## src/design/prg_bank_page_mapper_unit_assert.svh

```systemverilog
// Assertion macros shared by the page mapper RTL.
`ifndef PRG_BANK_PAGE_MAPPER_UNIT_ASSERT_SVH
`define PRG_BANK_PAGE_MAPPER_UNIT_ASSERT_SVH

// Condition and consequence in the same cycle.
`define PBPM_ASSERT_NOW(label, clk, rst_n, ante, cons, msg) \
    label: assert property (@(posedge clk) disable iff (!rst_n) (ante) |-> (cons)) \
        else $error(msg);

// Consequence in the cycle after the condition.
`define PBPM_ASSERT_NEXT(label, clk, rst_n, ante, cons, msg) \
    label: assert property (@(posedge clk) disable iff (!rst_n) (ante) |=> (cons)) \
        else $error(msg);

`endif

```

## src/design/prg_bpm_pkg.sv

```systemverilog
`timescale 1ns / 1ps
`default_nettype none

package prg_bpm_pkg;

    // Address space geometry
    localparam int PAGE_COUNT          = 32;
    localparam int PAGE_IDX_W          = $clog2(PAGE_COUNT);
    localparam int PAGE_OFS_W          = 11;
    localparam int ADDR_W              = 16;
    localparam int MAX_CHIP_PAGES_LOG2 = 9;

    // Field widths
    localparam int OP_W     = 2;
    localparam int WIN_W    = 3;
    localparam int BANK_W   = 9;
    localparam int DATA_W   = 8;
    localparam int STATUS_W = 2;
    localparam int PHYS_W   = 20;
    localparam int KIND_W   = 2;
    localparam int LOG2_W   = 4;
    localparam int CFG_IDX_W  = 3;
    localparam int CFG_DATA_W = 4;

    // Largest window code (32KB = 16 pages)
    localparam logic [WIN_W-1:0] WIN_CODE_MAX = 3'd4;
    localparam int WIN_SHIFT_MAX = 4;

    // Operation codes
    localparam logic [OP_W-1:0] OP_SELECT = 2'd0;
    localparam logic [OP_W-1:0] OP_READ   = 2'd1;
    localparam logic [OP_W-1:0] OP_WRITE  = 2'd2;

    // Page kinds
    localparam logic [KIND_W-1:0] KIND_MAPPED = 2'd0;
    localparam logic [KIND_W-1:0] KIND_ZERO   = 2'd1;
    localparam logic [KIND_W-1:0] KIND_OPEN   = 2'd2;

    // Result status codes
    localparam logic [STATUS_W-1:0] ST_MAPPED      = 2'd0;
    localparam logic [STATUS_W-1:0] ST_ZERO_PAGE   = 2'd1;
    localparam logic [STATUS_W-1:0] ST_OPEN_BUS    = 2'd2;
    localparam logic [STATUS_W-1:0] ST_SELECT_DONE = 2'd3;

    // Configuration register indexes
    localparam logic [CFG_IDX_W-1:0] REG_CHIP0_PAGES_LOG2 = 3'd0;
    localparam logic [CFG_IDX_W-1:0] REG_CHIP0_IS_RAM     = 3'd1;
    localparam logic [CFG_IDX_W-1:0] REG_CHIP0_PRESENT    = 3'd2;
    localparam logic [CFG_IDX_W-1:0] REG_CHIP1_PAGES_LOG2 = 3'd3;
    localparam logic [CFG_IDX_W-1:0] REG_CHIP1_IS_RAM     = 3'd4;
    localparam logic [CFG_IDX_W-1:0] REG_CHIP1_PRESENT    = 3'd5;

    // Input item
    typedef struct packed {
        logic [OP_W-1:0]   op;
        logic [ADDR_W-1:0] addr;
        logic              chip_sel;
        logic [WIN_W-1:0]  window;
        logic [BANK_W-1:0] bank;
        logic [DATA_W-1:0] write_data;
    } cmd_t;

    // Result item
    typedef struct packed {
        logic [STATUS_W-1:0] status;
        logic                chip_out;
        logic [PHYS_W-1:0]   phys_addr;
        logic                write_enable;
        logic [DATA_W-1:0]   write_data_out;
    } result_t;

    // Bank-select request to the page table, chip config already selected
    typedef struct packed {
        logic [PAGE_IDX_W-1:0] first;
        logic [WIN_W-1:0]      window;
        logic [BANK_W-1:0]     bank;
        logic                  chip;
        logic [LOG2_W-1:0]     pages_log2;
        logic                  is_ram;
        logic                  present;
    } map_req_t;

    // Page table lookup, page number travels separately
    typedef struct packed {
        logic [KIND_W-1:0] kind;
        logic              ram;
        logic              chip;
    } lookup_t;

endpackage

`default_nettype wire

```

## src/design/prg_bpm_page_table.sv

```systemverilog
`timescale 1ns / 1ps
`default_nettype none
`include "prg_bank_page_mapper_unit_assert.svh"

module prg_bpm_page_table
    import prg_bpm_pkg::*;
#(
    parameter int MAX_CHIP_PAGES_LOG2 = prg_bpm_pkg::MAX_CHIP_PAGES_LOG2
)
(
    input  wire logic                           clk,
    input  wire logic                           rst_n,
    input  wire logic                           map_en,
    input  wire map_req_t                       map_req,
    input  wire logic [PAGE_IDX_W-1:0]          look_idx,
    output lookup_t                             look,
    output logic [MAX_CHIP_PAGES_LOG2-1:0]      look_page
);

    localparam int PG_W  = MAX_CHIP_PAGES_LOG2;
    localparam int SUM_W = (PG_W > BANK_W + WIN_SHIFT_MAX) ? PG_W : BANK_W + WIN_SHIFT_MAX;

    logic [KIND_W-1:0] kind_reg [PAGE_COUNT];
    logic              ram_reg  [PAGE_COUNT];
    logic              chip_reg [PAGE_COUNT];
    logic [PG_W-1:0]   page_reg [PAGE_COUNT];

    logic [LOG2_W-1:0] lg_sat;
    logic [SUM_W-1:0]  chip_mask;
    logic [SUM_W-1:0]  bank_base;
    logic              hit    [PAGE_COUNT];
    logic [PG_W-1:0]   pg_new [PAGE_COUNT];
    logic [KIND_W-1:0] kind_new;

    // Chip size mask, saturated to the page field
    always_comb
    begin
        if (map_req.pages_log2 > LOG2_W'(PG_W))
            lg_sat = LOG2_W'(PG_W);
        else
            lg_sat = map_req.pages_log2;
        for (int j = 0; j < SUM_W; j++)
            chip_mask[j] = (j < int'(lg_sat));
    end

    // Window start in pages; the offset inside the window only fills low zero bits
    assign bank_base = SUM_W'(map_req.bank) << map_req.window;
    assign kind_new  = map_req.present ? KIND_MAPPED : KIND_OPEN;

    // Per-slot window membership and page number
    always_comb
    begin
        logic [PAGE_IDX_W-1:0] ofs;
        for (int s = 0; s < PAGE_COUNT; s++)
        begin
            ofs       = PAGE_IDX_W'(s) - map_req.first;
            hit[s]    = (PAGE_IDX_W'(s) >= map_req.first) && ((ofs >> map_req.window) == '0);
            pg_new[s] = PG_W'((bank_base | SUM_W'(ofs)) & chip_mask);
        end
    end

    // Table storage: kind is control, the rest is payload
    for (genvar s = 0; s < PAGE_COUNT; s++)
    begin : g_slot
        always_ff @(posedge clk or negedge rst_n)
        begin
            if (!rst_n)
                kind_reg[s] <= KIND_ZERO;
            else if (map_en && hit[s])
                kind_reg[s] <= kind_new;
        end

        always_ff @(posedge clk)
        begin
            if (map_en && hit[s])
            begin
                ram_reg[s]  <= map_req.is_ram;
                chip_reg[s] <= map_req.chip;
                page_reg[s] <= pg_new[s];
            end
        end
    end

    // Lookup port
    assign look.kind = kind_reg[look_idx];
    assign look.ram  = ram_reg[look_idx];
    assign look.chip = chip_reg[look_idx];
    assign look_page = page_reg[look_idx];

    // The window's first page is always rewritten
    `PBPM_ASSERT_NEXT(a_first_slot_written, clk, rst_n, map_en,
        kind_reg[$past(map_req.first)] == ($past(map_req.present) ? KIND_MAPPED : KIND_OPEN),
        "bank select did not update the first page of its window")

endmodule

`default_nettype wire

```

## src/design/prg_bank_page_mapper_unit.sv

```systemverilog
`timescale 1ns / 1ps
`default_nettype none
`include "prg_bank_page_mapper_unit_assert.svh"

// Program memory page mapper. Takes one item per clock: busy never rises,
// so start may be held high every cycle. Each item gives one result on
// result, marked by done for one cycle. An item passes through the input
// register, which takes it, and then the result register, which is loaded
// after the page table lookup/update; done rises as the result register
// is loaded. Results come out in item order and cannot be stalled; the
// receiver must take done whenever it is high. A bank select updates all
// pages of its window at once, so a read right behind it already sees the
// new mapping. Configuration writes are always ready and should be made
// with no item in flight.
module prg_bank_page_mapper_unit
    import prg_bpm_pkg::*;
#(
    parameter int MAX_CHIP_PAGES_LOG2 = prg_bpm_pkg::MAX_CHIP_PAGES_LOG2
)
(
    input  wire logic                  clk,
    input  wire logic                  rst_n,
    input  wire logic                  start,
    output logic                       busy,
    input  wire cmd_t                  cmd,
    output logic                       done,
    output result_t                    result,
    input  wire logic                  cfg_valid,
    output logic                       cfg_ready,
    input  wire logic [CFG_IDX_W-1:0]  cfg_index,
    input  wire logic [CFG_DATA_W-1:0] cfg_data
);

    logic              in_valid_reg;
    cmd_t              in_item_reg;
    logic              done_reg;
    result_t           result_reg;
    result_t           result_next;

    logic [LOG2_W-1:0] chip0_pages_log2_reg;
    logic              chip0_is_ram_reg;
    logic              chip0_present_reg;
    logic [LOG2_W-1:0] chip1_pages_log2_reg;
    logic              chip1_is_ram_reg;
    logic              chip1_present_reg;

    logic                           accept;
    logic                           map_en;
    map_req_t                       map_req;
    lookup_t                        look;
    logic [MAX_CHIP_PAGES_LOG2-1:0] look_page;

    assign busy      = 1'b0;
    assign cfg_ready = 1'b1;
    assign accept    = start && !busy;

    // Configuration registers
    always_ff @(posedge clk or negedge rst_n)
    begin
        if (!rst_n)
        begin
            chip0_pages_log2_reg <= '0;
            chip0_is_ram_reg     <= 1'b0;
            chip0_present_reg    <= 1'b0;
            chip1_pages_log2_reg <= '0;
            chip1_is_ram_reg     <= 1'b0;
            chip1_present_reg    <= 1'b0;
        end
        else if (cfg_valid && cfg_ready)
        begin
            unique case (cfg_index)
                REG_CHIP0_PAGES_LOG2: chip0_pages_log2_reg <= cfg_data;
                REG_CHIP0_IS_RAM:     chip0_is_ram_reg     <= cfg_data[0];
                REG_CHIP0_PRESENT:    chip0_present_reg    <= cfg_data[0];
                REG_CHIP1_PAGES_LOG2: chip1_pages_log2_reg <= cfg_data;
                REG_CHIP1_IS_RAM:     chip1_is_ram_reg     <= cfg_data[0];
                REG_CHIP1_PRESENT:    chip1_present_reg    <= cfg_data[0];
                default: ;
            endcase
        end
    end

    // Input register
    always_ff @(posedge clk or negedge rst_n)
    begin
        if (!rst_n)
            in_valid_reg <= 1'b0;
        else
            in_valid_reg <= accept;
    end

    always_ff @(posedge clk)
    begin
        if (accept)
            in_item_reg <= cmd;
    end

    // Bank-select request with the chosen chip's config
    always_comb
    begin
        map_req.first  = in_item_reg.addr[ADDR_W-1 -: PAGE_IDX_W];
        map_req.window = (in_item_reg.window > WIN_CODE_MAX) ? WIN_CODE_MAX
                                                             : in_item_reg.window;
        map_req.bank   = in_item_reg.bank;
        map_req.chip   = in_item_reg.chip_sel;
        if (in_item_reg.chip_sel)
        begin
            map_req.pages_log2 = chip1_pages_log2_reg;
            map_req.is_ram     = chip1_is_ram_reg;
            map_req.present    = chip1_present_reg;
        end
        else
        begin
            map_req.pages_log2 = chip0_pages_log2_reg;
            map_req.is_ram     = chip0_is_ram_reg;
            map_req.present    = chip0_present_reg;
        end
    end

    assign map_en = in_valid_reg && (in_item_reg.op == OP_SELECT);

    prg_bpm_page_table #(
        .MAX_CHIP_PAGES_LOG2 (MAX_CHIP_PAGES_LOG2)
    ) u_page_table (
        .clk       (clk),
        .rst_n     (rst_n),
        .map_en    (map_en),
        .map_req   (map_req),
        .look_idx  (in_item_reg.addr[ADDR_W-1 -: PAGE_IDX_W]),
        .look      (look),
        .look_page (look_page)
    );

    // Result decode
    always_comb
    begin
        result_next = '0;
        result_next.status = ST_OPEN_BUS;
        unique case (in_item_reg.op)
            OP_SELECT:
                result_next.status = ST_SELECT_DONE;
            OP_READ, OP_WRITE:
            begin
                if (in_item_reg.op == OP_WRITE)
                    result_next.write_data_out = in_item_reg.write_data;
                if (look.kind == KIND_MAPPED)
                begin
                    result_next.status       = ST_MAPPED;
                    result_next.chip_out     = look.chip;
                    result_next.phys_addr    =
                        PHYS_W'({look_page, in_item_reg.addr[PAGE_OFS_W-1:0]});
                    result_next.write_enable = (in_item_reg.op == OP_WRITE) && look.ram;
                end
                else if (look.kind == KIND_ZERO)
                    result_next.status = ST_ZERO_PAGE;
                else
                    result_next.status = ST_OPEN_BUS;
            end
            default:
                result_next.status = ST_OPEN_BUS;
        endcase
    end

    // Result register
    always_ff @(posedge clk or negedge rst_n)
    begin
        if (!rst_n)
            done_reg <= 1'b0;
        else
            done_reg <= in_valid_reg;
    end

    always_ff @(posedge clk)
    begin
        if (in_valid_reg)
            result_reg <= result_next;
    end

    assign done   = done_reg;
    assign result = result_reg;

    `PBPM_ASSERT_NEXT(a_accept_to_stage, clk, rst_n, accept, in_valid_reg,
        "accepted item did not reach the input register")
    `PBPM_ASSERT_NEXT(a_stage_to_done, clk, rst_n, in_valid_reg, done,
        "staged item produced no result")
    `PBPM_ASSERT_NEXT(a_no_spurious_done, clk, rst_n, !in_valid_reg, !done,
        "result strobe without a staged item")
    `PBPM_ASSERT_NOW(a_unmapped_clean, clk, rst_n, done && (result.status != ST_MAPPED),
        (result.chip_out == 1'b0) && (result.phys_addr == '0) && !result.write_enable,
        "unmapped result carries chip, address or write enable")

endmodule

`default_nettype wire

```

## config.mk

```make
export PLATFORM = sky130hd
export DESIGN_NAME = prg_bank_page_mapper_unit
export DESIGN_NICKNAME = d
export VERILOG_FILES = /design/src/design/prg_bpm_pkg.sv /design/src/design/prg_bpm_page_table.sv /design/src/design/prg_bank_page_mapper_unit.sv
export VERILOG_INCLUDE_DIRS = /design/src /design/src/design
export SDC_FILE = /design/constraint.sdc
export NUM_CORES = 1
export LEC_CHECK = 0
export ABC_AREA = 1
export BUFFER_PORTS_ARGS = -buffer_cell sky130_fd_sc_hd__buf_2
export CORE_ASPECT_RATIO = 0.9
export CORE_MARGIN = 2
export CORE_UTILIZATION = 32
export CTS_CLUSTER_SIZE = 30
export DETAILED_ROUTE_END_ITERATION = 10
export GPL_TIMING_DRIVEN = 0
export PLACE_DENSITY = 0.58
export SYNTH_ARGS = -nofsm -noshare
export SYNTH_HDL_FRONTEND = slang
export SYNTH_SLANG_ARGS = --single-unit
```

## constraint.sdc

```tcl
create_clock -name clk -period 9.1 [get_ports clk]
set_input_delay 1.365 -clock clk [delete_from_list [all_inputs] [get_ports clk]]
set_output_delay 1.365 -clock clk [all_outputs]
set_load 0.1 [all_outputs]
```

Word level (Yosys, flattened, before mapping)
Memories as Yosys holds them, arrays and structs flattened. A register that Yosys moved wholly into a read port is not among the register bits.
Cells that the tools add are included.
{ "op_classes": {"n_bitwise": 65, "muxes": 75, "eq_ne": 8, "shift": 33, "reduce_logical": 112, "n_lt_le_gt_ge": 44, "add_sub_neg": 32} }
{ "op_table": {"columns": ["operator", "n"], "rows": [
  ["9-bit bitwise AND", 32],
  ["9-bit by 5-bit OR with 9-bit output", 32],
  ["5-bit zero test", 32],
  ["5-bit by 3-bit right shift with 5-bit output", 32],
  ["5-bit >= comparator, first input constant", 16],
  ["5-bit subtractor, first input constant", 16],
  ["1-bit logical AND", 66],
  ["1-bit two-way mux", 64],
  ["4-bit by 5-bit >= comparator with 1-bit output, first input constant", 8],
  ["4-bit by 5-bit subtractor with 5-bit output, first input constant", 8],
  ["3-bit by 5-bit >= comparator with 1-bit output, first input constant", 4],
  ["3-bit by 5-bit subtractor with 5-bit output, first input constant", 4],
  ["3-bit by 4-bit < comparator with 1-bit output, first input constant", 4],
  ["2-bit AND reduction", 8],
  ["2-bit binary-select mux with 5-bit select", 1],
  ["1-bit by 5-bit >= comparator with 1-bit output, first input constant", 2],
  ["2-bit by 5-bit >= comparator with 1-bit output, first input constant", 2],
  ["2-bit two-way mux", 5],
  ["1-bit by 5-bit subtractor with 5-bit output, first input constant", 2],
  ["2-bit by 5-bit subtractor with 5-bit output, first input constant", 2],
  ["9-bit by 3-bit << shifter with 9-bit output", 1],
  ["1-bit by 4-bit < comparator with 1-bit output, first input constant", 2],
  ["2-bit by 4-bit < comparator with 1-bit output, first input constant", 2],
  ["3-bit by 2-bit equality test with 1-bit output, second input constant", 2],
  ["18 further kinds", 22]
]} }
{ "word_totals": {"ram_bits": 352, "output_inout_bits": 35, "word_cells": 422, "ff_bits": 148, "input_bits": 50, "n_memories": 3} }
{ "memory_table": {"columns": ["memory", "depth", "word_bits", "rd", "rd_ports_with_merged_regs", "wr", "line_no", "text"], "rows": [
  ["u_page_table.page_reg", 32, 9, 1, 1, 32, "prg_bpm_page_table.sv:26", "logic [PG_W-1:0] page_reg [PAGE_COUNT];"],
  ["u_page_table.chip_reg", 32, 1, 1, 1, 32, "prg_bpm_page_table.sv:25", "logic chip_reg [PAGE_COUNT];"],
  ["u_page_table.ram_reg", 32, 1, 1, 1, 32, "prg_bpm_page_table.sv:24", "logic ram_reg [PAGE_COUNT];"]
]} }

Logic depth before layout (Yosys ltp)
Gate-level depths: netlist of the first run.
{ "depth": {"word_depth": 8, "mapped_depth": 18, "ltp_nobuf": 14} }

Hierarchy
A second synthesis of the first run with hierarchy kept.
{ "unflattened": {"hier_cells": 2330, "area_unflattened_um2": 23548.8} }
{ "modules_own_cells": {"columns": ["mod", "cells_per_inst", "seq_area_each_um2", "n_inst", "area_each_um2"], "rows": [
  ["prg_bpm_page_table", 2082, 12211.7, 1, 20338.3],
  ["prg_bank_page_mapper_unit", 248, 2482.4, 1, 3210.6]
]} }

Worst setup path before layout of the first run
Ideal clock, no wire load.
{ "synth_timing": {"path_type": "flip-flop to flip-flop", "from": "register in_item_reg[20] in the netlist's numbering", "to": "memory u_page_table.page_reg[0][5] in the netlist's numbering (data pin)", "path_stages_with_launch": 8, "setup_ns": 0.467, "period_less_slack_ns": 3.224, "t_arrival_ns": 2.757, "slack_ns": 5.876, "t_required_ns": 8.633, "path_buffers": 1, "cell_sequence": "edfxtp_1 buf_6 o21ai_0 inv_2 nor2_1 inv_2 o211ai_1 a211oi_1"} }
{ "synth_lines": {"columns": ["item", "line_no", "text"], "rows": [
  ["start, declared", "prg_bank_page_mapper_unit.sv:35", "cmd_t in_item_reg;"],
  ["start signal, assigned", "prg_bank_page_mapper_unit.sv:95", "in_item_reg <= cmd;"],
  ["end, declared", "prg_bpm_page_table.sv:26", null]
]} }

==> metrics.md, run 1 <==
| Metric | Value |
|---|---|
| Critical path's slowest cell | `buf_1` |
| Top FF cell, synth | `edfxtp_1` |
| Overall power | `6.196 mW` |
| Fmax | `170.3 MHz` |
| First-pass GRT wire length | `136200 µm` |
| DRC errors left | `0` |
| Period utilization | `64.53%` |
| Flops & latches, synth | `506` |
| Fin worst setup slack | `3.228 ns` |
| WP buf/inv | `6` |
| RSZ-0062 raised after global routing | `false` |
| CTS tree | `built` |
| Setup WS pre-CTS | `3.574 ns` |
| Die width | `287.8 µm` |
| Via count | `18900` |
| Post-Syn Area | `23200 µm²` |
| 1st-iter DRT viols | `2718` |
| CP Class | `reg -> reg` |
| Fin crit period | `5.872 ns` |
| Setup_tns | `0 ns` |
| Multi-input combinational cell area | `6994 µm²` |
| Largest net degree at the start of global routing | `65` |
| Effective utilization at floorplan | `32.37%` |
| Total Wirelength | `98560 µm` |
| I/O Pins | `85` |
| Worst hold path class | `reg -> reg` |
| Seq/Total Area, Yosys | `63.77%` |
| CTS Hold Bufs | `0` |
| Post-synth EDFFs | `423` |
| Synth async-reset ratio | `15.42%` |
| Dpl cells | `3273` |
| Slew headroom | `18.11%` |
| Static Leak | `10.27 nW` |
| Fin util | `37.34%` |
| Post-DP HPWL | `69010 µm` |
| Post-synthesis cell count | `2234` |
| Total GRT Usage | `25.94%` |
| Layout Skew | `0.05209 ns` |
| Syn_area_per_cell | `10.39 µm²` |
| Port Buffer Count | `82` |
| Startpoint type of the worst setup path | `flop` |
| Area Overhead vs Synth | `15.36%` |
| Core area | `71680 µm²` |
| Die Span Y | `259.4 µm` |
| Sink Count | `506` |
| Resized cells post-CTS | `0` |
| CTS H-Tree Depth | `2` |
| Fill cells | `7172` |
| Clock root buffer | `clkbuf_16` |
| # Post-CTS Setup Buffers | `0` |
| Layout cell share with drive strength beyond 1 | `12.64%` |
| Syn nets | `2315` |
| Synthesis Warnings | `0` |
| Clock Tree Buf Depth | `3` |
| Hold Fails Final Rpt | `0` |
| Distinct cell type count after synthesis | `49` |
| Final Max Tran Viols | `0` |
| Detail Route Antenna Nets | `0` |
| Crit-path cells | `buf_2, clkinv_1, buf_2, buf_1, ha_1, inv_1, nor2_1, nand2_1, nor2_1, a21oi_1, nor2_1, nand3_1, inv_1` |
| Non-filler cells in the finished layout | `3372` |
| Sequential standard cell area | `14800 µm²` |
| CTS Buf Count | `52` |
| Status | `finished clean` |
| Nets | `2459` |
| CP peak stage delay | `0.90 ns` |
| Vias in the first global route | `17890` |
| Worst vdd ir | `0.1159 mV` |
| Setup violators final | `0` |
| Via density | `5.606` |
| Gr ovfl total | `0` |
| DR pass1 iterations | `6` |
| Fin area | `26770 µm²` |
| CP delay by family, top | `buffers and inverters` |
| Max Fanout on Critical Path | `14` |
| Worst skew pair latency | `0.63 ns` |
| WP data required | `9.31 ns` |
| Post-DR wirelength/cell | `29.23 µm` |
| Least-Margin Pin Slew | `1.220 ns` |
| Power per cell area | `231.5 nW/µm²` |
| Clock slew at reported path FFs | `0.06 ns` |
| Crit end category | `flop` |
| Initial antenna violation count | `2` |
| Placed inst area | `25010 µm²` |
| Final hold slack | `0.4403 ns` |
| Num rows | `93` |
| Max reg flops | `288` |
| Max-Cap Viols | `0` |
| Most used cell, CP | `nor2_1` |
| Routability cong. | `0.9832` |
| Worst path arrival time | `6.08 ns` |
| Die area | `74680 µm²` |
## synthesized netlist by cell type, types with 2 or more instances
| cell type | number | area (µm²) |
|---|---|---|
| buf_4 | 13 | 97.59 |
| conb_1 | 2 | 7.510 |
| nand3_1 | 161 | 805.8 |
| o21ai_0 | 281 | 1406 |
| buf_1 | 8 | 30.03 |
| nor3_2 | 2 | 20.02 |
| dfxtp_1 | 5 | 100.1 |
| a211oi_1 | 4 | 30.03 |
| nand2_1 | 393 | 1475 |
| clkbuf_1 | 53 | 198.9 |
| o22ai_1 | 15 | 93.84 |
| a21oi_2 | 2 | 17.52 |
| o211ai_1 | 22 | 165.2 |
| nor3_1 | 9 | 45.04 |
| edfxtp_1 | 423 | 12700 |
| a21oi_1 | 70 | 350.3 |
| nor2_1 | 273 | 1025 |
| o221ai_1 | 67 | 586.8 |
| inv_2 | 8 | 30.03 |
| o311ai_0 | 2 | 17.52 |
| dfstp_2 | 32 | 840.8 |
| a21boi_0 | 2 | 15.01 |
| dfrtp_1 | 46 | 1151 |
| o31ai_1 | 4 | 30.03 |
| a31oi_1 | 3 | 18.77 |
| buf_6 | 23 | 259.0 |
| o21ai_1 | 29 | 145.1 |
| inv_1 | 181 | 679.4 |
| buf_2 | 33 | 165.2 |
| xor2_1 | 10 | 87.58 |
| nor2_2 | 3 | 18.77 |
| ha_1 | 31 | 387.9 |
| clkinv_1 | 2 | 7.510 |
| nand2_2 | 7 | 43.79 |
## cells in the final DEF (no fill, tap or decap), types with 9 or more instances in the layout
master	n
edfxtp_1	423
nand2_1	393
clkbuf_1	64
o21ai_0	280
nand3_1	161
inv_1	181
nor2_1	273
dfstp_2	32
buf_6	23
clkinv_2	9
dfrtp_1	45
nor3_1	9
ha_1	31
clkinv_1	10
o21ai_1	29
o22ai_1	15
o211ai_1	22
clkbuf_16	52
buf_2	115
buf_4	14
a21oi_1	68
xor2_1	10
o221ai_1	67
## path summary, 6_finish.rpt
path,depth (start not counted),from,slack [ns],endpoint
worst max-delay path,13,in_item_reg[36]$_DFFE_PP_,3.23,u_page_table.page_reg[0][3]$_DFFE_PP_
worst min-delay path,2,u_page_table.kind_reg[4]$_DFFE_PN1P_,0.44,u_page_table.kind_reg[4]$_DFFE_PN1P_
worst max register to register,13,in_item_reg[36]$_DFFE_PP_,3.23,u_page_table.page_reg[0][3]$_DFFE_PP_
worst min register to register,2,u_page_table.kind_reg[4]$_DFFE_PN1P_,0.44,u_page_table.kind_reg[4]$_DFFE_PN1P_
max in group asynchronous,2,rst_n,7.81,u_page_table.kind_reg[42]$_DFFE_PN1P_
min in group asynchronous,1,rst_n,0.64,chip0_present_reg$_DFFE_PN0P_
## cells by family after synthesis
logic type               count (synthesis)  share of synthesized area, %
AO/OA/AOI/OAI                          505                         12.56
XOR/XNOR                                12                        0.4854
adder cells (fa/ha/maj)                 31                         1.672
buffers and inverters                  322                         6.347
flip-flops                             506                         63.77
multiplexers                             1                       0.04314
other                                    2                       0.03237
AND/OR/NAND/NOR                        855                         15.09
## power by group
part	switching [mW]	total, mW	internal [mW]	leakage (nW)
registers	0.0669	2.80	2.73	4.86
logic	0.927	1.20	0.278	4.58
clock network	0.942	2.20	1.25	0.821
## worst register-to-register path, delay by kind of cell (launching register included)
family                     cells  cell delay [ns]
DFF                            1             0.56
buffers and inverters          6             2.68
and+or+nand+nor                5             1.71
adders and majority gates      1             0.46
AOI/OAI and AO/OA              1             0.05
## layout make-up
class | count | share of cell area, %
clock buffer | 63 | 5.016
tap | 950 | 4.441
clock inverter | 33 | 1.412
inverter | 191 | 2.679
sequential | 506 | 55.28
timing repair buffer | 90 | 2.197
buffer | 131 | 2.828
multi-input combinational | 1406 | 26.13
antenna | 2 | 0.01870
## routing by layer
layer,up-vias,global-route usage (%),share of wire [%]
li1,8076,-,-
met1,9423,36.61,42
met2,1195,38.76,43
met3,208,6.213,11
met4,0,9.370,3.9
met5,-,0,0
Note: power is estimated with default switching activity, not from simulation.
==> run 2: changes to the inputs <==
--- a/config.mk
+++ b/config.mk
@@ -14,7 +14,7 @@
 export CTS_CLUSTER_SIZE = 30
 export DETAILED_ROUTE_END_ITERATION = 10
 export GPL_TIMING_DRIVEN = 0
-export PLACE_DENSITY = 0.58
+export PLACE_DENSITY = 0.59
 export SYNTH_ARGS = -nofsm -noshare
 export SYNTH_HDL_FRONTEND = slang
 export SYNTH_SLANG_ARGS = --single-unit
==> constraint.sdc (replaced) <==
create_clock -name clk -period 5 [get_ports clk]
set_input_delay 0.75 -clock clk [delete_from_list [all_inputs] [get_ports clk]]
set_output_delay 0.75 -clock clk [all_outputs]
set_load 0.1 [all_outputs]
==> metrics.md, run 2 (same netlist as run 1, synthesis figures left out) <==
| Metric | Value |
|---|---|
| Die Span Y | `259.4 µm (unchanged)` |
| Static Leak | `10.18 nW (-0.81%)` |
| Layout cell share with drive strength beyond 1 | `13.57% (+0.92 points)` |
| Largest net degree at the start of global routing | `62 (-4.6%)` |
| Die width | `287.8 µm (unchanged)` |
| CTS tree | `built` |
| Worst hold path class | `in -> async` |
| RSZ-0062 raised after global routing | `false` |
| DRC errors left | `0 (unchanged)` |
| Placed inst area | `25050 µm² (+0.17%)` |
| Status | `finished, violations left` |
| Worst skew pair latency | `0.64 ns (about the same)` |
| Startpoint type of the worst setup path | `flop` |
| Core area | `71680 µm² (unchanged)` |
| Worst reg2reg setup slack | `-0.06 ns (-3.29 ns)` |
| Via count | `19160 (+1.4%)` |
| Nets | `2466 (+0.28%)` |
| Detail Route Antenna Nets | `0 (unchanged)` |
| I/O Pins | `85 (unchanged)` |
| Post-DR wirelength/cell | `29.54 µm (+1.1%)` |
| Port Buffer Count | `82 (unchanged)` |
| Die area | `74680 µm² (unchanged)` |
| Routability cong. | `0.9783 (-0.50%)` |
| Multi-input combinational cell area | `7010 µm² (+0.23%)` |
| Non-filler cells in the finished layout | `3375 (+0.089%)` |
| Final Max Tran Viols | `0 (unchanged)` |
| Hold Fails Final Rpt | `0 (unchanged)` |
| Fin worst setup slack | `-0.06151 ns (-3.290 ns)` |
| First-pass GRT wire length | `137000 µm (+0.56%)` |
| Sequential standard cell area | `14800 µm² (unchanged)` |
| Clock Tree Buf Depth | `3 (unchanged)` |
| Max-Cap Viols | `0 (unchanged)` |
| Sink Count | `506 (unchanged)` |
| Clock root buffer | `clkbuf_16` |
| Vias in the first global route | `18120 (+1.3%)` |
| RR Endpoint | `u_page_table.ram_reg[18]$_DFFE_PP_` |
| Post-DP HPWL | `68590 µm (-0.62%)` |
| Slew headroom | `2.444% (-16 points)` |
| Fin util | `37.65% (+0.31 points)` |
| Via density | `5.676 (+1.3%)` |
| CP endpoint | `u_page_table.ram_reg[18]$_DFFE_PP_` |
| Gr ovfl total | `0 (unchanged)` |
| 1st-iter DRT viols | `3176 (+17%)` |
| CP Class | `reg -> reg` |
| CTS H-Tree Depth | `2 (unchanged)` |
| RR Startpoint | `in_item_reg[35]$_DFFE_PP_` |
| Worst setup startpoint | `in_item_reg[35]$_DFFE_PP_` |
| Dpl cells | `3275 (+0.061%)` |
| Commonest non-fill, non-tap cell in the layout | `edfxtp_1` |
| Power per cell area | `419.2 nW/µm² (+81%)` |
| Fin crit period | `5.062 ns (-0.8104 ns)` |
| Fin area | `26990 µm² (+0.83%)` |
| Initial antenna violation count | `2 (unchanged)` |
| Total Wirelength | `99690 µm (+1.1%)` |
| Setup violators final | `51 (+51)` |
| CTS Buf Count | `53 (+1.9%)` |
| Num rows | `93 (unchanged)` |
| WP data required | `5.18 ns (-4.13 ns)` |
| FF-to-FF path depth | `15 (+2)` |
| Max reg flops | `288 (unchanged)` |
| Fill cells | `7076 (-1.3%)` |
| Total GRT Usage | `26.24% (+0.30 points)` |
| Crit end category | `flop` |
| Area Overhead vs Synth | `16.32%` |
| Least-Margin Pin Slew | `1.463 ns (+0.2431 ns)` |
| N_diodes | `0 (-2)` |
| Max Fanout on Critical Path | `17 (+3)` |
| Worst path arrival time | `5.24 ns (-0.84 ns)` |
| Commonest non-fill, non-tap cells in the layout | `edfxtp_1, nand2_1, o21ai_0` |
| Effective utilization at floorplan | `32.37% (unchanged)` |
| Layout Skew | `0.01629 ns (-0.03580 ns)` |
| DR pass1 iterations | `7 (+1)` |
| Period utilization | `101.2% (+37 points)` |
| Worst vdd ir | `0.2308 mV (+99%)` |
| Fmax | `197.6 MHz (+16%)` |
| Clock slew at reported path FFs | `0.07 ns (about the same)` |
| Failing checks | `negative setup slack` |
run 2: cell types whose count changed in the layout (fill, tap and decap cells not counted), sizes merged:
cell,delta
inv,-12
clkinv,-4
buf,+6
diode,-2
bufinv,-2
clkbuf,+6
clkinvlp,+11
run 2: stage by stage:
stage	setup slack [ns]	power [mW]	setup TNS, ns	hold slack, ns
finish	-0.06151	11.31	-1.890	0.01140
global route	0.007343	11.62	0	0.01362
CTS	0.007392	11.24	0	0.003480
detailed placement	-0.8780	7.300	-130.37	0.4314
global placement	-1.439	7.237	-358.96	0.4321
floorplan	1.776	6.372	0	0.4240
run 2: worst min-delay path by stage:
stage,end
finish,u_page_table.kind_reg[3]$_DFFE_PN0P_
global route,u_page_table.kind_reg[35]$_DFFE_PN0P_
CTS,u_page_table.kind_reg[3]$_DFFE_PN0P_
detailed placement,u_page_table.kind_reg[26]$_DFFE_PN1P_
global placement,u_page_table.kind_reg[56]$_DFFE_PN1P_
floorplan,u_page_table.kind_reg[0]$_DFFE_PN1P_
run 2: area by class of cell:
type	instances	area share [%]
sequential	506	54.82
multi-input combinational	1406	25.98
clock buffer	69	5.262
tap	950	4.404
inverter	191	2.879
buffer	129	2.796
timing repair buffer	98	2.754
clock inverter	26	1.108
run 2: critical path, cell delays in order (launching register included):
cell and delay, ns:
edfxtp_1 0.60, buf_2 0.34, inv_1 0.42, buf_2 0.71, buf_16 0.23, ha_1 0.21
or2_1 0.11, nand2_1 0.20, nand2_1 0.11, o21ai_1 0.29, nand2_1 0.19, nand2_1 0.06
nand2_1 0.07, nand2_1 0.05, nand2_1 0.32, clkinvlp_4 0.63
run 2: what timing repair did:
| action | in CTS | in global routing |
|---|---|---|
| hold buffers | 0 | 0 |
| gates cloned | 0 | 0 |
| setup buffers | 4 | 3 |
| setup endpoints to repair | 277 | 171 |
| resized for setup | 19 | 4 |
run 2: per-layer routing:
metal	part of all wire [%]	track usage, %	up-vias	wire (µm)
li1	-	-	8069	-
met1	40	36.43	9500	40190
met2	43	39.23	1359	43160
met3	12	7.320	230	12460
met4	3.9	9.298	0	3879
met5	0	0	-	0
run 2: where the power goes:
part | switching (mW) | internal, mW
Sequential | 0.139 | 4.97
Combinational | 1.68 | 0.515
Clock | 1.74 | 2.27
Total | 3.56 | 7.75
